--- src/fpd_pkg.sv ---
package fpd_pkg;

    localparam int WINDOW_LENGTH_DEF = 16;
    localparam int MAX_TONES_DEF     = 16;
    localparam int QUEUE_DEPTH       = 2;

    localparam int ENERGY_W  = 32;
    localparam int TONE_W    = 4;
    localparam int COUNT_W   = 5;
    localparam int PATTERN_W = 64;
    localparam int CFG_IDX_W = 1;

    // Configuration register indexes.
    localparam logic [CFG_IDX_W-1:0] CFG_PATTERN   = 1'b0;
    localparam logic [CFG_IDX_W-1:0] CFG_THRESHOLD = 1'b1;

    localparam logic [PATTERN_W-1:0] PATTERN_RESET   = '0;
    localparam logic [COUNT_W-1:0]   THRESHOLD_RESET = 5'd2;

    // One hard symbol decision handed from the front end to the back end.
    typedef struct packed {
        logic [TONE_W-1:0] tone;
        logic              frame_end;
    } decision_t;

    typedef struct packed {
        logic      valid;
        decision_t decision;
    } queue_push_t;

    typedef struct packed {
        logic full;
        logic empty;
    } queue_status_t;

endpackage

--- src/fpd_if.sv ---
interface fpd_energy_if;
    logic                          valid;
    logic                          ready;
    logic [fpd_pkg::ENERGY_W-1:0]  tone_energy;
    logic                          symbol_end;
    logic                          frame_end;

    modport source (output valid, output tone_energy, output symbol_end,
                    output frame_end, input ready);
    modport sink   (input valid, input tone_energy, input symbol_end,
                    input frame_end, output ready);
endinterface

interface fpd_result_if;
    logic                         valid;
    logic                         ready;
    logic                         detected;
    logic [fpd_pkg::COUNT_W-1:0]  best_matches;

    modport source (output valid, output detected, output best_matches, input ready);
    modport sink   (input valid, input detected, input best_matches, output ready);
endinterface

interface fpd_cfg_if;
    logic                           valid;
    logic                           ready;
    logic [fpd_pkg::CFG_IDX_W-1:0]  index;
    logic [fpd_pkg::PATTERN_W-1:0]  data;

    modport source (output valid, output index, output data, input ready);
    modport sink   (input valid, input index, input data, output ready);
endinterface

--- src/fpd_front.sv ---
// Tracks the loudest tone of the current symbol and emits one decision per symbol.
module fpd_front #(
    parameter int MAX_TONES = fpd_pkg::MAX_TONES_DEF
) (
    input  logic                          clk,
    input  logic                          rst_n,
    input  logic                          in_valid,
    input  logic [fpd_pkg::ENERGY_W-1:0]  tone_energy,
    input  logic                          symbol_end,
    input  logic                          frame_end,
    input  fpd_pkg::queue_status_t        q_status,
    output logic                          in_ready,
    output fpd_pkg::queue_push_t          push
);

    localparam int POS_W = $clog2(MAX_TONES + 1);

    logic [fpd_pkg::ENERGY_W-1:0] peak_energy_reg, peak_energy_next;
    logic [fpd_pkg::TONE_W-1:0]   peak_tone_reg, peak_tone_next;
    logic [POS_W-1:0]             pos_reg, pos_next;

    logic                         accept;
    logic                         take;
    logic                         update;
    logic                         ends;
    logic [fpd_pkg::ENERGY_W-1:0] cur_energy;
    logic [fpd_pkg::TONE_W-1:0]   cur_tone;

    assign in_ready = !q_status.full;
    assign accept   = in_valid && in_ready;
    assign ends     = symbol_end || frame_end;

    always_comb
    begin
        take       = (pos_reg < POS_W'(MAX_TONES));
        update     = take && ((pos_reg == '0) || (tone_energy > peak_energy_reg));
        cur_energy = update ? tone_energy : peak_energy_reg;
        cur_tone   = update ? fpd_pkg::TONE_W'(pos_reg) : peak_tone_reg;
    end

    always_comb
    begin
        peak_energy_next = peak_energy_reg;
        peak_tone_next   = peak_tone_reg;
        pos_next         = pos_reg;
        if (accept)
        begin
            if (ends)
            begin
                peak_energy_next = '0;
                peak_tone_next   = '0;
                pos_next         = '0;
            end
            else
            begin
                peak_energy_next = cur_energy;
                peak_tone_next   = cur_tone;
                pos_next         = take ? pos_reg + POS_W'(1) : pos_reg;
            end
        end
    end

    always_comb
    begin
        push.valid              = accept && ends;
        push.decision.tone      = cur_tone;
        push.decision.frame_end = frame_end;
    end

    always_ff @(posedge clk or negedge rst_n)
    begin
        if (!rst_n)
        begin
            peak_energy_reg <= '0;
            peak_tone_reg   <= '0;
            pos_reg         <= '0;
        end
        else
        begin
            peak_energy_reg <= peak_energy_next;
            peak_tone_reg   <= peak_tone_next;
            pos_reg         <= pos_next;
        end
    end

endmodule

--- src/fpd_queue.sv ---
// Small decision queue between the front end and the back end.
module fpd_queue #(
    parameter int DEPTH = fpd_pkg::QUEUE_DEPTH
) (
    input  logic                    clk,
    input  logic                    rst_n,
    input  fpd_pkg::queue_push_t    push,
    input  logic                    pop,
    output fpd_pkg::queue_status_t  status,
    output fpd_pkg::decision_t      head
);

    localparam int PTR_W = (DEPTH > 1) ? $clog2(DEPTH) : 1;
    localparam int CNT_W = $clog2(DEPTH + 1);

    fpd_pkg::decision_t mem_reg [DEPTH];
    logic [PTR_W-1:0]   wr_ptr_reg, wr_ptr_next;
    logic [PTR_W-1:0]   rd_ptr_reg, rd_ptr_next;
    logic [CNT_W-1:0]   count_reg, count_next;

    function automatic logic [PTR_W-1:0] ptr_inc(input logic [PTR_W-1:0] p);
        ptr_inc = (p == PTR_W'(DEPTH - 1)) ? '0 : p + PTR_W'(1);
    endfunction

    assign status.full  = (count_reg == CNT_W'(DEPTH));
    assign status.empty = (count_reg == '0);
    assign head         = mem_reg[rd_ptr_reg];

    always_comb
    begin
        wr_ptr_next = push.valid ? ptr_inc(wr_ptr_reg) : wr_ptr_reg;
        rd_ptr_next = pop ? ptr_inc(rd_ptr_reg) : rd_ptr_reg;
        count_next  = count_reg;
        if (push.valid && !pop)
        begin
            count_next = count_reg + CNT_W'(1);
        end
        else if (pop && !push.valid)
        begin
            count_next = count_reg - CNT_W'(1);
        end
    end

    always_ff @(posedge clk)
    begin
        if (push.valid)
        begin
            mem_reg[wr_ptr_reg] <= push.decision;
        end
    end

    always_ff @(posedge clk or negedge rst_n)
    begin
        if (!rst_n)
        begin
            wr_ptr_reg <= '0;
            rd_ptr_reg <= '0;
            count_reg  <= '0;
        end
        else
        begin
            wr_ptr_reg <= wr_ptr_next;
            rd_ptr_reg <= rd_ptr_next;
            count_reg  <= count_next;
        end
    end

endmodule

--- src/fpd_back.sv ---
// Shifts decisions into the window, scores it against the preamble and reports per frame.
module fpd_back #(
    parameter int WINDOW_LENGTH = fpd_pkg::WINDOW_LENGTH_DEF
) (
    input  logic                           clk,
    input  logic                           rst_n,
    input  fpd_pkg::queue_status_t         q_status,
    input  fpd_pkg::decision_t             head,
    input  logic [fpd_pkg::PATTERN_W-1:0]  pattern,
    input  logic [fpd_pkg::COUNT_W-1:0]    threshold,
    input  logic                           out_ready,
    output logic                           pop,
    output logic                           out_valid,
    output logic                           detected,
    output logic [fpd_pkg::COUNT_W-1:0]    best_matches
);

    localparam int SEEN_W = $clog2(WINDOW_LENGTH + 1);
    localparam int TW     = fpd_pkg::TONE_W;
    localparam int CW     = fpd_pkg::COUNT_W;

    logic [TW-1:0]     window_reg [WINDOW_LENGTH];
    logic [TW-1:0]     window_next [WINDOW_LENGTH];
    logic [TW-1:0]     shifted [WINDOW_LENGTH];
    logic [SEEN_W-1:0] seen_reg, seen_next;
    logic [CW-1:0]     best_reg, best_next;
    logic              out_valid_reg, out_valid_next;
    logic              detected_reg, detected_next;
    logic [CW-1:0]     result_reg, result_next;

    logic                     slot_free;
    logic [SEEN_W-1:0]        seen_inc;
    logic [WINDOW_LENGTH-1:0] match_vec;
    logic [CW-1:0]            match_total;
    logic [CW-1:0]            best_upd;

    assign slot_free = !out_valid_reg || out_ready;
    assign pop       = !q_status.empty && (!head.frame_end || slot_free);

    always_comb
    begin
        for (int i = 0; i < WINDOW_LENGTH - 1; i++)
        begin
            shifted[i] = window_reg[i + 1];
        end
        shifted[WINDOW_LENGTH - 1] = head.tone;
        for (int i = 0; i < WINDOW_LENGTH; i++)
        begin
            match_vec[i] = (shifted[i] == pattern[TW * i +: TW]);
        end
        match_total = CW'($countones(match_vec));
        seen_inc = (seen_reg < SEEN_W'(WINDOW_LENGTH)) ? seen_reg + SEEN_W'(1) : seen_reg;
        best_upd = ((seen_inc == SEEN_W'(WINDOW_LENGTH)) && (match_total > best_reg))
                   ? match_total : best_reg;
    end

    always_comb
    begin
        window_next = window_reg;
        seen_next   = seen_reg;
        best_next   = best_reg;
        if (pop)
        begin
            if (head.frame_end)
            begin
                for (int i = 0; i < WINDOW_LENGTH; i++)
                begin
                    window_next[i] = '0;
                end
                seen_next = '0;
                best_next = '0;
            end
            else
            begin
                window_next = shifted;
                seen_next   = seen_inc;
                best_next   = best_upd;
            end
        end
    end

    always_comb
    begin
        out_valid_next = out_valid_reg && !out_ready;
        detected_next  = detected_reg;
        result_next    = result_reg;
        if (pop && head.frame_end)
        begin
            out_valid_next = 1'b1;
            detected_next  = (best_upd >= threshold);
            result_next    = best_upd;
        end
    end

    assign out_valid    = out_valid_reg;
    assign detected     = detected_reg;
    assign best_matches = result_reg;

    always_ff @(posedge clk or negedge rst_n)
    begin
        if (!rst_n)
        begin
            for (int i = 0; i < WINDOW_LENGTH; i++)
            begin
                window_reg[i] <= '0;
            end
            seen_reg      <= '0;
            best_reg      <= '0;
            out_valid_reg <= 1'b0;
        end
        else
        begin
            window_reg    <= window_next;
            seen_reg      <= seen_next;
            best_reg      <= best_next;
            out_valid_reg <= out_valid_next;
        end
    end

    always_ff @(posedge clk)
    begin
        detected_reg <= detected_next;
        result_reg   <= result_next;
    end

endmodule

--- src/fsk_preamble_detector_core.sv ---
// Throughput: one tone energy transaction per cycle while the decision queue is not full,
// sustained; set by the front end's peak compare and the back end's window score.
// A frame result goes from the transaction that ends the frame through the decision
// queue to the result register; the queue holds it while the previous result waits.
// Reset: rst_n is asynchronous and active low; it clears all frame state and restores
// the preamble pattern to zero and the match threshold to two. No clearing pass is needed.
module fsk_preamble_detector_core #(
    parameter int WINDOW_LENGTH = fpd_pkg::WINDOW_LENGTH_DEF,
    parameter int MAX_TONES     = fpd_pkg::MAX_TONES_DEF
) (
    input  logic          clk,
    input  logic          rst_n,
    fpd_energy_if.sink    energy_ch,
    fpd_result_if.source  result_ch,
    fpd_cfg_if.sink       cfg_ch
);

    // Configuration registers. The user must write them only while the block is idle;
    // not enforced here. cfg_ch is always ready; the back end reads them directly.
    logic [fpd_pkg::PATTERN_W-1:0] pattern_reg, pattern_next;
    logic [fpd_pkg::COUNT_W-1:0]   threshold_reg, threshold_next;

    fpd_pkg::queue_push_t   q_push;
    fpd_pkg::queue_status_t q_status;
    fpd_pkg::decision_t     q_head;
    logic                   q_pop;

    assign cfg_ch.ready = 1'b1;

    always_comb
    begin
        pattern_next   = pattern_reg;
        threshold_next = threshold_reg;
        if (cfg_ch.valid && cfg_ch.ready)
        begin
            unique case (cfg_ch.index)
                fpd_pkg::CFG_PATTERN:
                begin
                    pattern_next = cfg_ch.data;
                end
                fpd_pkg::CFG_THRESHOLD:
                begin
                    threshold_next = cfg_ch.data[fpd_pkg::COUNT_W-1:0];
                end
                default:
                begin
                    pattern_next = pattern_reg;
                end
            endcase
        end
    end

    always_ff @(posedge clk or negedge rst_n)
    begin
        if (!rst_n)
        begin
            pattern_reg   <= fpd_pkg::PATTERN_RESET;
            threshold_reg <= fpd_pkg::THRESHOLD_RESET;
        end
        else
        begin
            pattern_reg   <= pattern_next;
            threshold_reg <= threshold_next;
        end
    end

    // The front end picks the loudest tone of each symbol, the lower index winning a
    // tie, and pushes one decision when the symbol or the frame ends. Energies past
    // the last tone bin of a symbol are ignored, but their end flags still count.
    fpd_front #(
        .MAX_TONES (MAX_TONES)
    ) u_front (
        .clk         (clk),
        .rst_n       (rst_n),
        .in_valid    (energy_ch.valid),
        .tone_energy (energy_ch.tone_energy),
        .symbol_end  (energy_ch.symbol_end),
        .frame_end   (energy_ch.frame_end),
        .q_status    (q_status),
        .in_ready    (energy_ch.ready),
        .push        (q_push)
    );

    // The queue lets the front end keep taking energies while a finished result waits
    // downstream until full; with the back end draining every cycle it never fills.
    fpd_queue #(
        .DEPTH (fpd_pkg::QUEUE_DEPTH)
    ) u_queue (
        .clk    (clk),
        .rst_n  (rst_n),
        .push   (q_push),
        .pop    (q_pop),
        .status (q_status),
        .head   (q_head)
    );

    // The back end shifts each decision into the window, scores a full window
    // against the preamble, keeps the best score of the frame and, on the frame's
    // last decision, loads the result register and clears its frame state.
    fpd_back #(
        .WINDOW_LENGTH (WINDOW_LENGTH)
    ) u_back (
        .clk          (clk),
        .rst_n        (rst_n),
        .q_status     (q_status),
        .head         (q_head),
        .pattern      (pattern_reg),
        .threshold    (threshold_reg),
        .out_ready    (result_ch.ready),
        .pop          (q_pop),
        .out_valid    (result_ch.valid),
        .detected     (result_ch.detected),
        .best_matches (result_ch.best_matches)
    );

`ifndef NO_ASSERTIONS
    // The front end must never push into a full queue.
    assert property (@(posedge clk) disable iff (!rst_n) !(q_push.valid && q_status.full))
        else $error("decision pushed into a full queue");

    // A new result only appears after the back end has taken a frame-ending decision.
    assert property (@(posedge clk) disable iff (!rst_n)
        $rose(result_ch.valid) |-> $past(q_pop && q_head.frame_end))
        else $error("result appeared without a frame-ending decision");

    // The reported score can never exceed the window length.
    assert property (@(posedge clk) disable iff (!rst_n)
        result_ch.valid |-> (result_ch.best_matches <= fpd_pkg::COUNT_W'(WINDOW_LENGTH)))
        else $error("best match count exceeds the window length");

    // The detection flag agrees with the score and the threshold.
    assert property (@(posedge clk) disable iff (!rst_n)
        result_ch.valid |-> (result_ch.detected == (result_ch.best_matches >= threshold_reg)))
        else $error("detection flag disagrees with the threshold");
`endif

endmodule
--- src/flat_wrapper.sv ---
// flat-port wrapper written by rule: the top's interface ports become plain ports
module fsk_preamble_detector_core_flat 
#(
    parameter int WINDOW_LENGTH = fpd_pkg::WINDOW_LENGTH_DEF,
    parameter int MAX_TONES     = fpd_pkg::MAX_TONES_DEF
)
  (clk, rst_n, energy_ch_valid, energy_ch_tone_energy, energy_ch_symbol_end, energy_ch_frame_end, energy_ch_ready, result_ch_valid, result_ch_detected, result_ch_best_matches, result_ch_ready, cfg_ch_valid, cfg_ch_index, cfg_ch_data, cfg_ch_ready);
  fpd_energy_if energy_ch_i ();
  fpd_result_if result_ch_i ();
  fpd_cfg_if cfg_ch_i ();
  input  logic clk;
  input  logic rst_n;
  input wire logic [$bits(energy_ch_i.valid)-1:0] energy_ch_valid;
  input wire logic [$bits(energy_ch_i.tone_energy)-1:0] energy_ch_tone_energy;
  input wire logic [$bits(energy_ch_i.symbol_end)-1:0] energy_ch_symbol_end;
  input wire logic [$bits(energy_ch_i.frame_end)-1:0] energy_ch_frame_end;
  output wire logic [$bits(energy_ch_i.ready)-1:0] energy_ch_ready;
  output wire logic [$bits(result_ch_i.valid)-1:0] result_ch_valid;
  output wire logic [$bits(result_ch_i.detected)-1:0] result_ch_detected;
  output wire logic [$bits(result_ch_i.best_matches)-1:0] result_ch_best_matches;
  input wire logic [$bits(result_ch_i.ready)-1:0] result_ch_ready;
  input wire logic [$bits(cfg_ch_i.valid)-1:0] cfg_ch_valid;
  input wire logic [$bits(cfg_ch_i.index)-1:0] cfg_ch_index;
  input wire logic [$bits(cfg_ch_i.data)-1:0] cfg_ch_data;
  output wire logic [$bits(cfg_ch_i.ready)-1:0] cfg_ch_ready;
  assign energy_ch_i.valid = energy_ch_valid;
  assign energy_ch_i.tone_energy = energy_ch_tone_energy;
  assign energy_ch_i.symbol_end = energy_ch_symbol_end;
  assign energy_ch_i.frame_end = energy_ch_frame_end;
  assign energy_ch_ready = energy_ch_i.ready;
  assign result_ch_valid = result_ch_i.valid;
  assign result_ch_detected = result_ch_i.detected;
  assign result_ch_best_matches = result_ch_i.best_matches;
  assign result_ch_i.ready = result_ch_ready;
  assign cfg_ch_i.valid = cfg_ch_valid;
  assign cfg_ch_i.index = cfg_ch_index;
  assign cfg_ch_i.data = cfg_ch_data;
  assign cfg_ch_ready = cfg_ch_i.ready;
  fsk_preamble_detector_core #(.WINDOW_LENGTH(WINDOW_LENGTH), .MAX_TONES(MAX_TONES)) u_core (.clk(clk), .rst_n(rst_n), .energy_ch(energy_ch_i), .result_ch(result_ch_i), .cfg_ch(cfg_ch_i));
endmodule
--- config.mk ---
export PLATFORM = sky130hd
export DESIGN_NAME = fsk_preamble_detector_core_flat
export DESIGN_NICKNAME = d
export VERILOG_FILES = /design/src/fpd_pkg.sv /design/src/fpd_if.sv /design/src/fpd_front.sv /design/src/fpd_queue.sv /design/src/fpd_back.sv /design/src/fsk_preamble_detector_core.sv /design/src/flat_wrapper.sv
export SDC_FILE = /design/constraint.sdc
export NUM_CORES = 1
export LEC_CHECK = 0
export ABC_AREA = 1
export BUFFER_PORTS_ARGS = -buffer_cell sky130_fd_sc_hd__buf_4
export CAP_MARGIN = 20
export CORE_ASPECT_RATIO = 0.5
export CORE_MARGIN = 2
export CORE_UTILIZATION = 50
export DETAILED_ROUTE_END_ITERATION = 8
export PLACE_DENSITY = 0.77
export SLEW_MARGIN = 20
export SYNTH_ARGS = -nofsm -noshare
export SYNTH_HDL_FRONTEND = slang
export SYNTH_HIERARCHICAL = 1
export SYNTH_SLANG_ARGS = --single-unit
--- constraint.sdc ---
create_clock -name clk -period 19 [get_ports clk]
set_input_delay 0.95 -clock clk [delete_from_list [all_inputs] [get_ports clk]]
set_output_delay 0.95 -clock clk [all_outputs]
set_load 0.02 [all_outputs]
[Word level (Yosys, flattened, before mapping)]
Memory sizes are Yosys's and may differ from the RTL's.
Index checks and enable logic that the tools add are counted.
W data, S select, Z words.
Operators by class
  add/sub/neg operators: 21
  $lt $le $gt $ge: 5
  eq/ne operators: 18
  muxes and demuxes: 18
  bitwise gates (word level): 1
  reduce and logical (&&, ||, !) cells: 29
Operators by type and width (count)
  $eq A4 B4 Y1: 16
  $mux W32: 2
  $mux W60: 1
  $gt A32 B32 Y1: 1
  $mux W5: 6
  $add A1 B1 Y2: 8
  $add A2 B2 Y3: 4
  $add A5 B1 Y5 const B: 2
  $lt A5 B5 Y1 const B: 2
  $logic_and A1 B1 Y1: 9
  $add A3 B3 Y4: 2
  $mux W4: 2
  $reduce_and A2 Y1: 4
  $logic_not A1 Y1: 7
  $reduce_bool A2 Y1: 3
  $add A4 B4 Y5: 1
  $eq A5 B5 Y1 const B: 1
  $ge A5 B5 Y1: 1
  $gt A5 B5 Y1: 1
  $logic_not A5 Y1: 1
  $mux W1: 5
  $logic_or A1 B1 Y1: 4
  $mux W2: 2
  $add A1 B1 Y1 const B: 2
  other kinds (5): 5
Storage, ports and cells
  flip-flop bits (word level): 191
  memory bits (writable): 10
  input port bits: 104
  output and inout bits: 9
  logic and storage cells: 121
  memories: 1
Memories
  u_core.u_queue.mem_reg: words 2, bits a word 5, rd ports 1, clocked after memory_dff 0, write ports 1, line fpd_queue.sv:16  | fpd_pkg::decision_t mem_reg [DEPTH];

[Depth between registers and ports, before layout]
Gate-level depths: netlist of the first run.
An unclocked memory read counts as a cell.
  depth after elaboration: 10
  depth in mapped cells: 33
  gate-level depth less buffers: 32

[Modules after synthesis]
Netlist of the first run, hierarchy kept.
By module, submodules not included
  fpd_back: times used 1, cells an instance 476, area each 4410.5 µm², sequential area each 1956.9 µm²
  fsk_preamble_detector_core: times used 1, cells an instance 302, area each 2857.7 µm², sequential area each 1727.9 µm²
  fpd_front: times used 1, cells an instance 352, area each 2653.8 µm², sequential area each 1026.0 µm²
  fpd_queue: times used 1, cells an instance 41, area each 593.1 µm², sequential area each 400.4 µm²

[Worst setup path before layout of the first run]
No wires, ideal clock.
  path type: reg-to-reg
  start point: register u_core.u_queue.rd_ptr_reg
  end point: register u_core.u_back.detected_reg (netlist: u_core/u_back/detected) (data pin)
  setup time: 259 ps
  data arrival time: 5699 ps
  data required time: 18741 ps
  slack: 13043 ps
  stages on the path, launching flop included: 30
  path buffers: 1
  clock period less this slack: 5957 ps
  cell sequence: dfrtp_1 buf_6 mux2_4 xnor2_1 nand4_1 fa_1 inv_1 fa_1 inv_1 fa_1 inv_1 fa_1 ha_1 fa_1 nand2_1 inv_1 o21ai_0 inv_1 ha_1 nand2_1 nor3_1 nor2_1 nor2_1 nand3_1 and2_1 ha_1 a21oi_1 o21bai_1 a21oi_1 o21bai_1
RTL lines
  start, declared: line fpd_queue.sv:18  | logic [PTR_W-1:0] rd_ptr_reg, rd_ptr_next;
  start signal, assigned: line fpd_queue.sv:63  | rd_ptr_reg <= rd_ptr_next;
  end signal, assigned: line fpd_back.sv:122  | detected_reg <= detected_next;
  end, declared: line fpd_back.sv:28  | logic detected_reg, detected_next;

==> impl_metrics.ini, run 1 <==
[status]
status = complete, no violations

[synth]
dominantRegCellSynth = sky130_fd_sc_hd__dfrtp_1
mapped_nets = 1336
post_synth_inst_count = 1171
synth-edff-count = 16
avgSynthCellArea_um2 = 8.98
yosys_warnings = 6
synth.cell_area_um2 = 10500
postSynth.asyncResetShare_pct = 92.0
synthDistinctLibCells = 44
ys_seq_area_share_pct = 48.6
number_of_synthesized_register_bits = 201

[worst_setup_path]
critical-path-max-stage-delay_ps = 530
timing.critical_path.mode_cell = sky130_fd_sc_hd__inv_1
crit_arrival_ps = 7080
critPathRequiredTime_ps = 19260
setup.worst_path.end_class = flip-flop
reg2reg_setup_slack_ps = 12170
timing.critical_path.slowest_stage_cell = sky130_fd_sc_hd__dfrtp_1
worst-path-max-fanout = 6
setup.worst_path.class = flip-flop to flip-flop
crit_path_start_kind = flip-flop

[die]
core_um2 = 20600
design.die.area_um2 = 22300
dieHeight_um = 107
rows = 37
dieWidth_um = 209
effective_utilization_at_floorplan_pct = 51.0
io-pin-count = 113

[clock_tree]
clockBufferDepth = 3
cts.htree.levels = 1
tritoncts = built
clk_transition_reported_paths_ps = 60
ctsRootBufferMaster = sky130_fd_sc_hd__clkbuf_16
cts_hold_buf = 0
clkLatencyLatePin_ps = 500
postCtsSetupRepairBufs = 0
clock_sink_count = 201
postCtsResizedCells = 0
cts_inserted_buffers = 20

[global_route]
globalRouteTotalUtil_pct = 20.3
grt_pass1_wl_mm = 37.2
grt_pass1_vias = 8029
grt_overflow_total = 0
grt_max_degree = 94
antenna_found_initial = 0

[timing]
grt_setup_unrepaired = false
finalWorstPathRequiredPeriod_ps = 6830
post-route-period-util_pct = 35.9
finalSetupViolCount = 0
tightest_slew_ps = 1000
fin_skew_ps = 11.1
report.final.slew_viol_count = 0
worst_rel_slew_slack_pct = 33.3
tns_ps = 0
fmaxAchievable_mhz = 146
hold_fails_final_rpt = 0

[route]
postRouteAntennaNets = 0
detailroute.via_count = 7875
avgViaCountPerCell = 5.08
route.final.wire_length_mm = 21.6
detail_route.wl_per_cell_um = 13.9
first_pass_drt_iterations = 5
dr.first_iter.drc_count = 350
detail_route.drc_violations = 0

[cells_and_area]
layout_common_cells = sky130_fd_sc_hd__nand2_1, sky130_fd_sc_hd__dfrtp_1, sky130_fd_sc_hd__inv_1, sky130_fd_sc_hd__buf_4, sky130_fd_sc_hd__nand3_1
finalInstanceArea_um2 = 11900
syn2layout_area_growth_pct = 13.4
area.sequential_um2 = 5110
final_layout_size_suffix_gt1_share_pct = 14.6
layout_commonest_cell = sky130_fd_sc_hd__nand2_1
largest_register_ff_count = 64
multiInputGateArea_um2 = 4370
finalNonFillerCells = 1551
nFillCells = 1803
diodes = 0
final_net_count = 1430

[min_path]
worstHoldPathType = flip-flop to flip-flop

[run]
maxCapViolations = 0

[power_and_ir_drop]
power.ir.vdd_worst_uv = 113
power.density_nw_per_um2 = 131
total_power_of_the_final_layout_mw = 1.56
power_leakage_nw = 6.01

[placement]
finalWeightedCongestion = 0.860
io_buffer_count = 111
place.detailed.instances = 1516
place_hpwl_mm = 15.0
place_area_um2 = 11300
per-stage QoR:
step	setup slack [ps]	hold WS, ps	utilization (%)
6_report	12170	470	57.9
5_1_grt	11810	493	57.9
4_1_cts	12320	473	57.9
3_5_place_dp	12380	458	54.9
3_3_place_gp	12700	452	54.9
2_1_floorplan	13040	442	-
path summary, 6_finish.rpt:
path,start,cells past startpoint,end
worst max-delay path,u_core/u_queue/rd_ptr_reg$_DFFE_PN0P_,30,u_core/u_back/detected$_DFFE_PP_
worst max register to register,u_core/u_queue/rd_ptr_reg$_DFFE_PN0P_,30,u_core/u_back/detected$_DFFE_PP_
worst min-delay path,u_core/u_front/peak_energy_reg[30]$_DFFE_PN0P_,2,u_core/u_front/peak_energy_reg[30]$_DFFE_PN0P_
worst min register to register,u_core/u_front/peak_energy_reg[30]$_DFFE_PN0P_,2,u_core/u_front/peak_energy_reg[30]$_DFFE_PN0P_
min in group asynchronous,rst_n,1,u_core/u_front/peak_energy_reg[14]$_DFFE_PN0P_
max in group asynchronous,rst_n,3,u_core/pattern_reg[7]$_DFFE_PN0P_
per-layer routing:
metal / track usage (%) / share of wire, % / up-vias
met5: 0 / 0 / -
met2: 36.5 / 49 / 152
met4: 4.59 / 2.0 / 0
met1: 25.5 / 45 / 3766
met3: 4.17 / 4.7 / 41
li1: - / - / 3916
cell families after synthesis:
logic type | after synthesis | share of synthesized area [%]
buf+inv | 209 | 9.84
compound gates | 103 | 5.90
xor+xnor | 59 | 4.91
other cells | 1 | 0.0357
mux | 5 | 0.714
simple gates | 532 | 22.0
flops | 201 | 48.6
fa+ha+maj | 61 | 7.97
where the power goes:
part | internal, mW | leakage (nW) | switching (mW)
combinational | 0.231 | 3.10 | 0.400
sequential | 0.505 | 2.59 | 0.0466
clock | 0.211 | 0.308 | 0.165
synth_stat cells (2+ instances only):
master                       n  share of area [%]
sky130_fd_sc_hd__nand2_1   360                 13
sky130_fd_sc_hd__dfrtp_1   184                 44
sky130_fd_sc_hd__inv_1     158                5.6
sky130_fd_sc_hd__nand3_1    91                4.3
sky130_fd_sc_hd__o22ai_1    56                3.3
sky130_fd_sc_hd__xnor2_1    53                4.4
sky130_fd_sc_hd__ha_1       51                6.1
sky130_fd_sc_hd__nor2_1     26               0.93
sky130_fd_sc_hd__buf_6      25                2.7
sky130_fd_sc_hd__a21oi_1    21                1.0
sky130_fd_sc_hd__edfxtp_1   16                4.6
sky130_fd_sc_hd__nand4_1    15               0.89
sky130_fd_sc_hd__o21ai_0    11               0.52
sky130_fd_sc_hd__fa_1       10                1.9
sky130_fd_sc_hd__nand3_2    10               0.95
sky130_fd_sc_hd__and2_1      8               0.48
sky130_fd_sc_hd__or2_2       8               0.48
sky130_fd_sc_hd__buf_4       7               0.50
sky130_fd_sc_hd__inv_2       6               0.21
sky130_fd_sc_hd__xor2_1      6               0.50
sky130_fd_sc_hd__buf_2       5               0.24
sky130_fd_sc_hd__mux2_4      5               0.71
sky130_fd_sc_hd__a221oi_1    4               0.33
sky130_fd_sc_hd__clkbuf_1    4               0.14
sky130_fd_sc_hd__nor2_2      4               0.24
sky130_fd_sc_hd__o21ai_1     4               0.19
sky130_fd_sc_hd__nand2_4     3               0.32
sky130_fd_sc_hd__nor3_1      2              0.095
sky130_fd_sc_hd__o21ai_2     2               0.17
sky130_fd_sc_hd__o21bai_1    2               0.14
worst max-delay path, delay by kind of cell, from the launching register on:
kind | cells | cell delay (ps)
simple gates | 9 | 1300
fa+ha+maj | 8 | 3170
buf+inv | 6 | 360
mux | 1 | 350
flops | 1 | 530
compound gates | 5 | 670
xor+xnor | 1 | 190
cell type report:
| type | instances | share of cell area, % |
|---|---|---|
| tap | 273 | 2.86 |
| clock inverter | 9 | 0.409 |
| multi-input combinational | 761 | 36.6 |
| sequential | 201 | 42.8 |
| clock buffer | 26 | 4.74 |
| timing repair buffer | 115 | 7.27 |
| inverter | 166 | 5.24 |
Note: power is estimated with default switching activity, not from simulation.
==> inputs of run 2 (changes only) <==
Settings changed: PLACE_DENSITY 0.77 to 0.79.
Clock period 19 ns to 6.2 ns, I/O delays scaled along.
==> run 2 against run 1 <==
Net effect:
- wire length grew 4.4%
- non-clock buffer count up 12
- sequential power grew to 3.1 times the previous value
- die area is the same
- power increased to 3.3 times the previous value
- worst setup slack worse by 12000 ps
- combinational power grew to 3.6 times the previous value
- via count increased by 1.9%
==> impl_metrics.ini, run 2 (synthesis results as in run 1) <==
[placement]
finalWeightedCongestion = 0.913
io_buffer_count = 111
pre_cts_ws_ps = -319
place_hpwl_mm = 15.2

[cells_and_area]
syn2layout_area_growth_pct = 16.4
finish.utilization_pct = 59.4
final_net_count = 1442
layout_commonest_cell = sky130_fd_sc_hd__nand2_1
nFillCells = 1741
multiInputGateArea_um2 = 4550
area.sequential_um2 = 5110
final_layout_size_suffix_gt1_share_pct = 18.1
layout_common_cells = sky130_fd_sc_hd__nand2_1, sky130_fd_sc_hd__dfrtp_1, sky130_fd_sc_hd__inv_1, sky130_fd_sc_hd__buf_4, sky130_fd_sc_hd__nand3_1
diodes = 0
largest_register_ff_count = 64

[timing]
tightest_slew_ps = 998
fin_skew_ps = 22.5
hold_fails_final_rpt = 0
finalWorstSetupSlack_ps = 4.63
report.final.slew_viol_count = 0
fmaxAchievable_mhz = 161
finalSetupViolCount = 0
grt_setup_unrepaired = true
finalWorstPathRequiredPeriod_ps = 6200
worst_rel_slew_slack_pct = 33.4
post-route-period-util_pct = 99.9

[min_path]
worstHoldPathType = input port to flip-flop
worst_hold_startpoint = energy_ch_tone_energy[24]

[clock_tree]
clkLatencyLatePin_ps = 510
clock_sink_count = 201
clk_transition_reported_paths_ps = 60
cts_inserted_buffers = 20
clockBufferDepth = 3
cts.htree.levels = 1
tritoncts = built
ctsRootBufferMaster = sky130_fd_sc_hd__clkbuf_16

[die]
core_um2 = 20600
dieHeight_um = 107
dieWidth_um = 209
effective_utilization_at_floorplan_pct = 51.0
design.die.area_um2 = 22300
io-pin-count = 113
rows = 37

[worst_setup_path]
setup.worst_path.class = flip-flop to flip-flop
worst_path_dominant_cell_family = adder cells
setup.worst_path.end_class = flip-flop
critical_path.reg2reg.startpoint = u_core/u_queue/rd_ptr_reg$_DFFE_PN0P_
timing.critical_path.buf_inv = 7
worst-path-max-fanout = 5
crit_path_start_kind = flip-flop
timing.critical_path.slowest_stage_cell = sky130_fd_sc_hd__fa_1
timing.critical_path.mode_cell = sky130_fd_sc_hd__inv_2
critical-path-max-stage-delay_ps = 530
crit_arrival_ps = 6460
critPathRequiredTime_ps = 6470
worstSetupStartpoint = u_core/u_queue/rd_ptr_reg$_DFFE_PN0P_

[global_route]
grt_pass1_wl_mm = 37.8
grt_pass1_vias = 8101
grt_overflow_total = 0
grt_max_degree = 112
globalRouteTotalUtil_pct = 20.8
antenna_found_initial = 0

[route]
postRouteAntennaNets = 0
first_pass_drt_iterations = 5
detail_route.wl_per_cell_um = 14.4
dr.first_iter.drc_count = 421
detail_route.drc_violations = 0
detailroute.via_count = 8025
avgViaCountPerCell = 5.13
route.final.wire_length_mm = 22.5

[status]
status = complete, no violations

[power_and_ir_drop]
power.ir.vdd_worst_uv = 324
power_leakage_nw = 6.08
power.density_nw_per_um2 = 422

[run]
maxCapViolations = 0
## run 2: worst min-delay path, delay by kind of cell
| family | cells | cell delay, ps |
|---|---|---|
| AND/OR/NAND/NOR | 2 | 90 |
| buffers and inverters | 1 | 90 |
## run 2: final cells by class
type,instances,area share (%)
well taps,273,2.79
clock buffers,29,4.61
inverters,166,5.13
repair buffers,127,7.92
multi-input cells,761,37.2
clock inverters,6,0.562
flip-flops and latches,201,41.8
## run 2: power breakdown
part           switching, mW  internal [mW]
Combinational           1.43          0.857
Clock                  0.509          0.677
Sequential             0.145           1.55
Total                   2.08           3.08
## run 2: stage by stage
step                TNS (ps)  cell area [µm²]  cells  total power, mW  hold WS, ps
floorplan                  0            10500   1171             3.18         14.4
CTS                        0            12100   1560             4.85         1.60
global placement       -36.7            11300   1519             3.47          452
detailed placement      -319            11300   1519             3.60          458
finish                     0            12200   1563             5.16         19.8
global route            -239            12200   1563             5.58         15.6
## run 2: timing repair
item	in CTS	in global routing
pin swaps	5	29
resized for setup	9	42
setup buffers	2	3
hold buffers	4	0
endpoints found under the hold margin	13	0
endpoints found under the setup margin	1	1
## run 2: worst paths after layout
kind,endpoint,slack [ps],cells past startpoint
setup / recovery,u_core/u_back/detected$_DFFE_PP_,5,32
hold reg to reg,u_core/u_front/peak_energy_reg[24]$_DFFE_PN0P_,470,2
max in group asynchronous,u_core/u_queue/rd_ptr_reg$_DFFE_PN0P_,4210,3
hold / removal,u_core/u_front/peak_energy_reg[24]$_DFFE_PN0P_,20,3
min in group asynchronous,u_core/u_front/peak_energy_reg[13]$_DFFE_PN0P_,500,2
setup reg to reg,u_core/u_back/detected$_DFFE_PP_,5,32
## run 2: per-layer routing
| layer | vias to the layer above | wire [µm] | GRT usage, % |
|---|---|---|---|
| met1 | 3885 | 9780 | 26.4 |
| met3 | 35 | 948 | 3.78 |
| met2 | 165 | 11300 | 36.7 |
| met5 | - | 0 | 0 |
| met4 | 0 | 463 | 5.46 |
| li1 | 3940 | - | - |
